===== config.mk =====
export PLATFORM = sky130hd
export DESIGN_NAME = seam_cumulative_energy_flat
export DESIGN_NICKNAME = d
export VERILOG_FILES = /design/src/rtl/sce_pkg.sv /design/src/rtl/sce_if.sv /design/src/rtl/sce_ram.sv /design/src/rtl/sce_queue.sv /design/src/rtl/sce_front.sv /design/src/rtl/sce_back.sv /design/src/rtl/seam_cumulative_energy.sv /design/src/flat_wrapper.sv
export SDC_FILE = /design/constraint.sdc
export NUM_CORES = 2
export LEC_CHECK = 0
export BUFFER_PORTS_ARGS = -buffer_cell sky130_fd_sc_hd__clkbuf_2
export CAP_MARGIN = 30
export CORE_MARGIN = 4
export CORE_UTILIZATION = 35
export DETAILED_ROUTE_END_ITERATION = 7
export MAX_ROUTING_LAYER = met4
export PLACE_DENSITY = 0.59
export SYNTH_ARGS = -nofsm -noshare
export SYNTH_HDL_FRONTEND = slang
export SYNTH_HIERARCHICAL = 1
export SYNTH_MEMORY_MAX_BITS = 65536
export SYNTH_SLANG_ARGS = --single-unit

===== constraint.sdc =====
create_clock -name clk -period 32 [get_ports clk]
set_input_delay 3.2 -clock clk [delete_from_list [all_inputs] [get_ports clk]]
set_output_delay 3.2 -clock clk [all_outputs]
set_load 0.01 [all_outputs]

===== src/rtl/sce_pkg.sv =====
// Package for the seam cumulative energy block: field widths, reset values
// and the tag carried from the front end to the back end.
// Used by sce_if, sce_front, sce_back and seam_cumulative_energy.
package sce_pkg;

  localparam int ENERGY_W            = 12;
  localparam int WEIGHT_W            = 16;
  localparam int PROD_W              = ENERGY_W + WEIGHT_W;
  localparam int FRAC_SHIFT          = 15;
  localparam int SCALED_W            = 13;
  localparam int SUM_W               = 32;
  localparam int COL_W               = 7;
  localparam int SW_W                = 8;
  localparam int STRIP_WIDTH_RESET   = 50;
  localparam int MAX_STRIP_WIDTH_DEF = 128;
  localparam int QUEUE_DEPTH         = 4;

  localparam logic [PROD_W-1:0] ROUND_BIAS = PROD_W'(1) << (FRAC_SHIFT - 1);
  localparam logic [SUM_W-1:0]  SUM_MAX    = {SUM_W{1'b1}};

  typedef struct packed {
    logic [SCALED_W-1:0] scaled;
    logic                first;
    logic                at_end;
  } sce_tag_t;

endpackage


===== src/rtl/sce_if.sv =====
// Valid/ready channel interfaces for the pixel input and the result output.
// Depends on sce_pkg for the field widths.
interface sce_in_if import sce_pkg::*; ();
  logic                valid;
  logic                ready;
  logic [ENERGY_W-1:0] energy;
  logic [WEIGHT_W-1:0] weight;
  logic                first_row;

  modport source (output valid, energy, weight, first_row, input ready);
  modport sink   (input valid, energy, weight, first_row, output ready);
endinterface

interface sce_out_if import sce_pkg::*; ();
  logic             valid;
  logic             ready;
  logic [SUM_W-1:0] cumulative;
  logic [COL_W-1:0] column;
  logic             row_end;

  modport source (output valid, cumulative, column, row_end, input ready);
  modport sink   (input valid, cumulative, column, row_end, output ready);
endinterface


===== src/rtl/sce_ram.sv =====
// Generic single-write, single-read RAM with registered read data.
// No dependencies.
module sce_ram #(
  parameter int WIDTH = 32,
  parameter int DEPTH = 128
) (
  input  logic                     clk,
  input  logic                     we,
  input  logic [$clog2(DEPTH)-1:0] waddr,
  input  logic [WIDTH-1:0]         wdata,
  input  logic                     re,
  input  logic [$clog2(DEPTH)-1:0] raddr,
  output logic [WIDTH-1:0]         rdata
);

  logic [WIDTH-1:0] mem_r [DEPTH];
  logic [WIDTH-1:0] rdata_r;

  always_ff @(posedge clk) begin
    if (we) begin
      mem_r[waddr] <= wdata;
    end
    if (re) begin
      rdata_r <= mem_r[raddr];
    end
  end

  assign rdata = rdata_r;

endmodule


===== src/rtl/sce_queue.sv =====
// Small register FIFO between the front and back ends.
// No dependencies.
module sce_queue #(
  parameter int DATA_W = 16,
  parameter int DEPTH  = 4
) (
  input  logic              clk,
  input  logic              rst_n,
  input  logic              push,
  input  logic [DATA_W-1:0] push_data,
  output logic              full,
  input  logic              pop,
  output logic              head_valid,
  output logic [DATA_W-1:0] head_data
);

  localparam int PW = $clog2(DEPTH);
  localparam int CW = $clog2(DEPTH + 1);

  logic [DATA_W-1:0] mem_r [DEPTH];
  logic [PW-1:0]     wr_ptr_r, wr_ptr_nxt;
  logic [PW-1:0]     rd_ptr_r, rd_ptr_nxt;
  logic [CW-1:0]     cnt_r, cnt_nxt;

  assign full       = (cnt_r == CW'(DEPTH));
  assign head_valid = (cnt_r != '0);
  assign head_data  = mem_r[rd_ptr_r];

  always_comb begin
    wr_ptr_nxt = push ? wr_ptr_r + PW'(1) : wr_ptr_r;
    rd_ptr_nxt = pop ? rd_ptr_r + PW'(1) : rd_ptr_r;
    cnt_nxt    = cnt_r + CW'(push) - CW'(pop);
  end

  always_ff @(posedge clk) begin
    if (!rst_n) begin
      wr_ptr_r <= '0;
      rd_ptr_r <= '0;
      cnt_r    <= '0;
    end else begin
      wr_ptr_r <= wr_ptr_nxt;
      rd_ptr_r <= rd_ptr_nxt;
      cnt_r    <= cnt_nxt;
    end
  end

  always_ff @(posedge clk) begin
    if (push) begin
      mem_r[wr_ptr_r] <= push_data;
    end
  end

endmodule


===== src/rtl/sce_front.sv =====
// Front end: accepts pixels, tracks the column, scales energy by weight.
// Depends on sce_pkg and sce_if.
module sce_front import sce_pkg::*; #(
  parameter int MAX_STRIP_WIDTH = MAX_STRIP_WIDTH_DEF
) (
  input  logic                               clk,
  input  logic                               rst_n,
  sce_in_if.sink                             in_ch,
  input  logic                               cfg_we,
  input  logic [SW_W-1:0]                    cfg_data,
  input  logic                               q_full,
  output logic                               q_push,
  output logic [$clog2(MAX_STRIP_WIDTH)-1:0] q_col,
  output sce_tag_t                           q_tag
);

  localparam int AW       = $clog2(MAX_STRIP_WIDTH);
  localparam int LW       = (AW + 1 > SW_W) ? AW + 1 : SW_W;
  localparam int LAST_RST =
    ((STRIP_WIDTH_RESET > MAX_STRIP_WIDTH) ? MAX_STRIP_WIDTH : STRIP_WIDTH_RESET) - 1;

  logic [AW-1:0]     last_r, last_nxt;
  logic [AW-1:0]     cnt_r, cnt_nxt;
  logic [LW-1:0]     w_ext, w_clamp;
  logic [AW-1:0]     col;
  logic              at_end;
  logic [PROD_W-1:0] prod;

  assign in_ch.ready = !q_full;
  assign q_push      = in_ch.valid && !q_full;

  always_comb begin
    w_ext = LW'(cfg_data);
    priority if (w_ext < LW'(2)) begin
      w_clamp = LW'(2);
    end else if (w_ext > LW'(MAX_STRIP_WIDTH)) begin
      w_clamp = LW'(MAX_STRIP_WIDTH);
    end else begin
      w_clamp = w_ext;
    end
    last_nxt = AW'(w_clamp - LW'(1));
  end

  always_comb begin
    col     = (cnt_r > last_r) ? last_r : cnt_r;
    at_end  = (col == last_r);
    cnt_nxt = at_end ? '0 : col + AW'(1);
    prod    = PROD_W'(in_ch.energy) * PROD_W'(in_ch.weight) + ROUND_BIAS;
  end

  assign q_col         = col;
  assign q_tag.scaled  = prod[FRAC_SHIFT +: SCALED_W];
  assign q_tag.first   = in_ch.first_row;
  assign q_tag.at_end  = at_end;

  always_ff @(posedge clk) begin
    if (!rst_n) begin
      last_r <= AW'(LAST_RST);
      cnt_r  <= '0;
    end else if (cfg_we) begin
      last_r <= last_nxt;
      cnt_r  <= '0;
    end else if (q_push) begin
      cnt_r  <= cnt_nxt;
    end
  end

endmodule


===== src/rtl/sce_back.sv =====
// Back end: picks the best neighbor above, adds with saturation, updates the
// line store and holds the result register. Depends on sce_pkg, sce_if, sce_ram.
module sce_back import sce_pkg::*; #(
  parameter int MAX_STRIP_WIDTH = MAX_STRIP_WIDTH_DEF
) (
  input  logic                               clk,
  input  logic                               rst_n,
  input  logic                               restart,
  input  logic                               q_valid,
  input  logic [$clog2(MAX_STRIP_WIDTH)-1:0] q_col,
  input  sce_tag_t                           q_tag,
  output logic                               q_pop,
  sce_out_if.source                          out_ch
);

  localparam int AW = $clog2(MAX_STRIP_WIDTH);

  logic             fire;
  logic [SUM_W-1:0] rd_data;
  logic [SUM_W-1:0] left_r, up_r, row0_r, row1_r;
  logic             wrap_r;
  logic [SUM_W-1:0] up_c, upr_c, best, scaled_ext, result;
  logic [SUM_W:0]   sum;
  logic             out_valid_r;
  logic [SUM_W-1:0] out_cum_r;
  logic [COL_W-1:0] out_col_r;
  logic             out_end_r;

  assign fire  = q_valid && (!out_valid_r || out_ch.ready);
  assign q_pop = fire;

  sce_ram #(
    .WIDTH (SUM_W),
    .DEPTH (MAX_STRIP_WIDTH)
  ) u_line (
    .clk   (clk),
    .we    (fire),
    .waddr (q_col),
    .wdata (result),
    .re    (fire),
    .raddr (q_col + AW'(2)),
    .rdata (rd_data)
  );

  always_comb begin
    up_c       = wrap_r ? row0_r : up_r;
    upr_c      = wrap_r ? row1_r : rd_data;
    scaled_ext = SUM_W'(q_tag.scaled);
    priority if (q_col == '0) begin
      best = (up_c > upr_c) ? up_c : upr_c;
    end else if (q_tag.at_end) begin
      best = (left_r > up_c) ? left_r : up_c;
    end else if (left_r > up_c) begin
      best = (left_r > upr_c) ? left_r : upr_c;
    end else begin
      best = (up_c > upr_c) ? up_c : upr_c;
    end
    sum = {1'b0, scaled_ext} + {1'b0, best};
    priority if (q_tag.first) begin
      result = scaled_ext;
    end else if (sum[SUM_W]) begin
      result = SUM_MAX;
    end else begin
      result = sum[SUM_W-1:0];
    end
  end

  always_ff @(posedge clk) begin
    if (fire) begin
      left_r <= up_c;
      up_r   <= upr_c;
      if (q_col == '0) begin
        row0_r <= result;
      end
      if (q_col == AW'(1)) begin
        row1_r <= result;
      end
    end
  end

  always_ff @(posedge clk) begin
    if (!rst_n) begin
      wrap_r <= 1'b1;
    end else if (restart) begin
      wrap_r <= 1'b1;
    end else if (fire) begin
      wrap_r <= q_tag.at_end;
    end
  end

  always_ff @(posedge clk) begin
    if (!rst_n) begin
      out_valid_r <= 1'b0;
    end else if (fire) begin
      out_valid_r <= 1'b1;
    end else if (out_ch.ready) begin
      out_valid_r <= 1'b0;
    end
  end

  always_ff @(posedge clk) begin
    if (fire) begin
      out_cum_r <= result;
      out_col_r <= COL_W'(q_col);
      out_end_r <= q_tag.at_end;
    end
  end

  assign out_ch.valid      = out_valid_r;
  assign out_ch.cumulative = out_cum_r;
  assign out_ch.column     = out_col_r;
  assign out_ch.row_end    = out_end_r;

endmodule


===== src/rtl/seam_cumulative_energy.sv =====
// Seam cumulative energy map: takes pixels in raster order and returns one
// cumulative value per pixel, passing each pixel through the queue and then
// the result register. The rate is one pixel per cycle while the output is not
// stalled and the queue is not full, set by the line store, which is read once
// per pixel two columns ahead while the up-left and up values are held in
// registers. The line store needs no clearing pass after reset. A write of cfg_data restarts the column count at zero.
// Depends on sce_pkg, sce_if, sce_ram, sce_queue, sce_front and sce_back.
module seam_cumulative_energy import sce_pkg::*; #(
  parameter int MAX_STRIP_WIDTH = MAX_STRIP_WIDTH_DEF
) (
  input  logic            clk,
  input  logic            rst_n,
  sce_in_if.sink          in_ch,
  sce_out_if.source       out_ch,
  input  logic            cfg_we,
  input  logic [SW_W-1:0] cfg_data
);

  localparam int AW = $clog2(MAX_STRIP_WIDTH);
  localparam int TW = $bits(sce_tag_t);
  localparam int QW = AW + TW;

  logic          q_full, q_push, q_valid, q_pop;
  logic [AW-1:0] push_col;
  sce_tag_t      push_tag;
  logic [QW-1:0] head_data;
  logic [AW-1:0] head_col;
  sce_tag_t      head_tag;

  sce_front #(
    .MAX_STRIP_WIDTH (MAX_STRIP_WIDTH)
  ) u_front (
    .clk      (clk),
    .rst_n    (rst_n),
    .in_ch    (in_ch),
    .cfg_we   (cfg_we),
    .cfg_data (cfg_data),
    .q_full   (q_full),
    .q_push   (q_push),
    .q_col    (push_col),
    .q_tag    (push_tag)
  );

  sce_queue #(
    .DATA_W (QW),
    .DEPTH  (QUEUE_DEPTH)
  ) u_queue (
    .clk        (clk),
    .rst_n      (rst_n),
    .push       (q_push),
    .push_data  ({push_col, push_tag}),
    .full       (q_full),
    .pop        (q_pop),
    .head_valid (q_valid),
    .head_data  (head_data)
  );

  assign head_col = head_data[QW-1:TW];
  assign head_tag = sce_tag_t'(head_data[TW-1:0]);

  sce_back #(
    .MAX_STRIP_WIDTH (MAX_STRIP_WIDTH)
  ) u_back (
    .clk     (clk),
    .rst_n   (rst_n),
    .restart (cfg_we),
    .q_valid (q_valid),
    .q_col   (head_col),
    .q_tag   (head_tag),
    .q_pop   (q_pop),
    .out_ch  (out_ch)
  );

endmodule

===== src/flat_wrapper.sv =====
// flat-port wrapper written by rule: the top's interface ports become plain ports
module seam_cumulative_energy_flat import sce_pkg::*;
#(
  parameter int MAX_STRIP_WIDTH = MAX_STRIP_WIDTH_DEF
)
  (clk, rst_n, cfg_we, cfg_data, in_ch_valid, in_ch_energy, in_ch_weight, in_ch_first_row, in_ch_ready, out_ch_valid, out_ch_cumulative, out_ch_column, out_ch_row_end, out_ch_ready);
  sce_in_if in_ch_i ();
  sce_out_if out_ch_i ();
  input  logic clk;
  input  logic rst_n;
  input  logic cfg_we;
  input  logic [SW_W-1:0] cfg_data;
  input wire logic [$bits(in_ch_i.valid)-1:0] in_ch_valid;
  input wire logic [$bits(in_ch_i.energy)-1:0] in_ch_energy;
  input wire logic [$bits(in_ch_i.weight)-1:0] in_ch_weight;
  input wire logic [$bits(in_ch_i.first_row)-1:0] in_ch_first_row;
  output wire logic [$bits(in_ch_i.ready)-1:0] in_ch_ready;
  output wire logic [$bits(out_ch_i.valid)-1:0] out_ch_valid;
  output wire logic [$bits(out_ch_i.cumulative)-1:0] out_ch_cumulative;
  output wire logic [$bits(out_ch_i.column)-1:0] out_ch_column;
  output wire logic [$bits(out_ch_i.row_end)-1:0] out_ch_row_end;
  input wire logic [$bits(out_ch_i.ready)-1:0] out_ch_ready;
  assign in_ch_i.valid = in_ch_valid;
  assign in_ch_i.energy = in_ch_energy;
  assign in_ch_i.weight = in_ch_weight;
  assign in_ch_i.first_row = in_ch_first_row;
  assign in_ch_ready = in_ch_i.ready;
  assign out_ch_valid = out_ch_i.valid;
  assign out_ch_cumulative = out_ch_i.cumulative;
  assign out_ch_column = out_ch_i.column;
  assign out_ch_row_end = out_ch_i.row_end;
  assign out_ch_i.ready = out_ch_ready;
  seam_cumulative_energy #(.MAX_STRIP_WIDTH(MAX_STRIP_WIDTH)) u_core (.clk(clk), .rst_n(rst_n), .in_ch(in_ch_i), .out_ch(out_ch_i), .cfg_we(cfg_we), .cfg_data(cfg_data));
endmodule

==> impl_metrics.env <==
export IMPL_status="completed"
export IMPL_final_instance_count_excl_fill=15600
export IMPL_cts_sinks=4409
export IMPL_finalWeightedCongestion=0.865
export IMPL_power_total_mw=24.4
export IMPL_rows=262
export IMPL_cts_repair_resized=0
export IMPL_power_per_cell_area_mw_per_mm2=120
export IMPL_hold_slack_ns=0.530
export IMPL_hold_buffers=0
export IMPL_vias=89400
export IMPL_syn_area_sq_mm=0.179
export IMPL_io_pins=84
export IMPL_clock_path_buffers=4
export IMPL_die_area_sq_mm=0.522
export IMPL_drv_slew=0
export IMPL_ys_async_sr_fraction_pct=0
export IMPL_ys_ff_latch=4409
export IMPL_skew_ns=0.0727
export IMPL_cp_max_fo=64
export IMPL_syn_nets=8409
export IMPL_vdd_drop_max_uv=225
export IMPL_ys_seq_area_share_pct=73.9
export IMPL_area_growth_pct=14.1
export IMPL_wl_per_cell_um=33.7
export IMPL_grt_setup_unrepaired="no"
export IMPL_ant_nets=0
export IMPL_ys_types=95
export IMPL_htreeDepth=5
export IMPL_dieHeight_um=723
export IMPL_cts_clk_slew_worst_paths_ns=0.06
export IMPL_syn_inst=8025
export IMPL_cpMostUsedCell="buf_4"
export IMPL_clock_root_buffer="clkbuf_16"
export IMPL_worst_pin_slew_ns=1.20
export IMPL_yosys_warnings=6
export IMPL_drt_total_wl_um=524000
export IMPL_drtIter0Drc=11600
export IMPL_synth_area_per_cell_sq_um=22.3
export IMPL_nets=8828
export IMPL_dp_cells=14700
export IMPL_post_cts_buffers=0
export IMPL_drv_cap=0
export IMPL_crit_type="flip-flop to flip-flop"
export IMPL_layout_drive_gt1_share_pct=29.8
export IMPL_seqCellArea_sq_mm=0.132
export IMPL_cts_tree="done"
export IMPL_grt_max_degree=137
export IMPL_cp_end_kind="flip-flop"
export IMPL_hp_class="flip-flop to flip-flop"
export IMPL_fillers=44200
export IMPL_grt_usage_pct=20.3
export IMPL_synth_main_ff_cell="edfxtp_1"
export IMPL_synth_edf_count=4384
export IMPL_worstSkewPairLatency_ns=1.01
export IMPL_routed_via_density=5.74
export IMPL_cts_made_buffers=422
export IMPL_post_route_period_util_pct=34.3
export IMPL_worst_slack_ns=21.02
export IMPL_globalRoute_totalOverflow=0
export IMPL_design_area_sq_mm=0.204
export IMPL_place_detailed_hpwl_um=279000
export IMPL_post_synth_top_area_cell="edfxtp_1"
export IMPL_finalSetupViolCount=0
export IMPL_fp_coreArea_sq_mm=0.509
export IMPL_post_route_drc_count=0
export IMPL_initial_core_util_pct=35.1
export IMPL_yosys_area_top_type_share_pct=73.7
export IMPL_fin_crit_ns=10.98
export IMPL_multi_input_area_sq_mm=0.0454
export IMPL_postPlaceCellArea_sq_mm=0.190
export IMPL_arrival_ns=11.64
export IMPL_leakage_nw=64.6
export IMPL_slowest_stage="a31oi_4"
export IMPL_numPortBuffers=83
export IMPL_finalCoreUtilization_pct=40.1
export IMPL_setup_tns_ns=0
export IMPL_antenna_found_initial=47
export IMPL_max_slew_margin_pct=20.3
export IMPL_required_ns=32.67
export IMPL_final_hold_viol_count=0
export IMPL_first_pass_iters=6
export IMPL_setup_worst_path_start_class="flip-flop"
export IMPL_dp_worst_setup_slack_ns=21.21
export IMPL_grt_pass1_wl_um=722000
export IMPL_ys_top_cells_by_area="edfxtp_1 (74%), mux4_2 (17%), fa_1 (1.6%), ha_1 (1.4%), inv_1 (0.57%)"
export IMPL_max_freq_ghz=0.0911
export IMPL_crit_path_max_incr_delay_ns=0.89
export IMPL_die_width_um=723
export IMPL_grt_pass1_vias=87900
## report_power, final
group / switching, mW / internal, mW / total (mW)
logic: 6.77 / 3.58 / 10.3
clock network: 2.16 / 2.75 / 4.91
registers: 0.116 / 9.03 / 9.14
## placed cells by master (no fill, tap or decap), types with 26 or more instances in the layout
cell,n
nand2_1,235
clkinv_2,68
mux2_2,57
nand4_1,26
clkbuf_16,428
a22oi_1,33
o21ai_0,77
nand3_1,54
diode_2,30
fa_1,141
mux2i_1,100
and2_1,76
clkinv_1,111
a21oi_1,68
ha_1,200
bufinv_16,37
buf_16,26
clkbuf_2,83
nor2_4,120
inv_1,272
buf_4,262
edfxtp_1,4384
xnor2_1,34
mux4_2,1363
nor2_1,61
clkbuf_1,80
## registers in the layout (all words and copies together) (netlist names), named ones only
| register | count |
|---|---|
| u_core/u_queue/rd_ptr_r | 2 |
| u_core/u_back/out_ch.row_end | 1 |
| u_core/u_back/wrap_r | 1 |
| u_core/u_back/left_r | 32 |
| u_core/u_queue/wr_ptr_r | 2 |
| u_core/u_back/row0_r | 32 |
| u_core/u_queue/mem_r | 88 |
| u_core/u_queue/cnt_r | 3 |
| u_core/u_back/row1_r | 32 |
| u_core/u_front/last_r | 7 |
| u_core/u_back/out_ch.valid | 1 |
| u_core/u_back/up_r | 32 |
| u_core/u_back/out_ch.cumulative | 32 |
| u_core/u_back/u_line/rdata | 32 |
| u_core/u_back/u_line/mem_r | 4096 |
| u_core/u_front/cnt_r | 7 |
| u_core/u_back/out_ch.column | 7 |
## metal layers
metal / vias up / global-route usage, % / part of all wire, %
met2: 4762 / 31.9 / 48
met5: - / - / 0
met4: 0 / 5.91 / 3.3
met1: 49200 / 27.3 / 39
met3: 906 / 3.62 / 9.3
li1: 34500 / - / -
## path summary, 6_finish.rpt
path	start	end	slack (ns)	cells past startpoint
setup / recovery	u_core/u_back/wrap_r$_SDFFE_PP1P_	u_core/u_back/u_line/mem_r[22][9]$_DFFE_PP_	21.02	31
hold / removal	u_core/u_back/out_ch.valid$_SDFFE_PN0P_	u_core/u_back/out_ch.valid$_SDFFE_PN0P_	0.53	2
setup reg to reg	u_core/u_back/wrap_r$_SDFFE_PP1P_	u_core/u_back/u_line/mem_r[22][9]$_DFFE_PP_	21.02	31
hold reg to reg	u_core/u_back/out_ch.valid$_SDFFE_PN0P_	u_core/u_back/out_ch.valid$_SDFFE_PN0P_	0.53	2
## cell families after synthesis
group | Yosys count | synth area share (%)
AO/OA/AOI/OAI | 329 | 1.26
XOR/XNOR | 54 | 0.288
adder cells (fa/ha/maj) | 342 | 2.99
buffers and inverters | 669 | 1.51
flip-flops | 4409 | 73.9
multiplexers | 1525 | 18.1
AND/OR/NAND/NOR | 697 | 1.86
## cell usage after synthesis, types with 28 or more instances
master	count
inv_1	273
buf_1	56
nand2_1	239
fa_1	141
xnor2_1	36
o21ai_0	78
mux2_2	57
nand3_1	58
a21oi_1	78
nor2_1	183
nor3_1	28
ha_1	201
mux4_2	1364
edfxtp_1	4384
and2_1	76
buf_2	91
clkbuf_1	234
a22oi_1	33
mux2i_1	101
## layout make-up
cell class | count | area share (%)
flip-flops and latches | 4409 | 64.8
well taps | 6732 | 4.13
multi-input cells | 2947 | 22.2
repair buffers | 391 | 1.70
diodes | 30 | 0.0368
clock inverters | 265 | 1.20
clock buffers | 509 | 5.40
inverters | 273 | 0.506
## critical path: cells and delay by family (launching register included)
kind | cells | cell delay (ns)
AO/OA/AOI/OAI | 10 | 3.42
AND/OR/NAND/NOR | 9 | 2.05
adder cells (fa/ha/maj) | 3 | 0.97
multiplexers | 2 | 0.57
buffers and inverters | 7 | 2.75
flip-flops | 1 | 0.62
No activity file was read; power rests on OpenSTA's default activity.
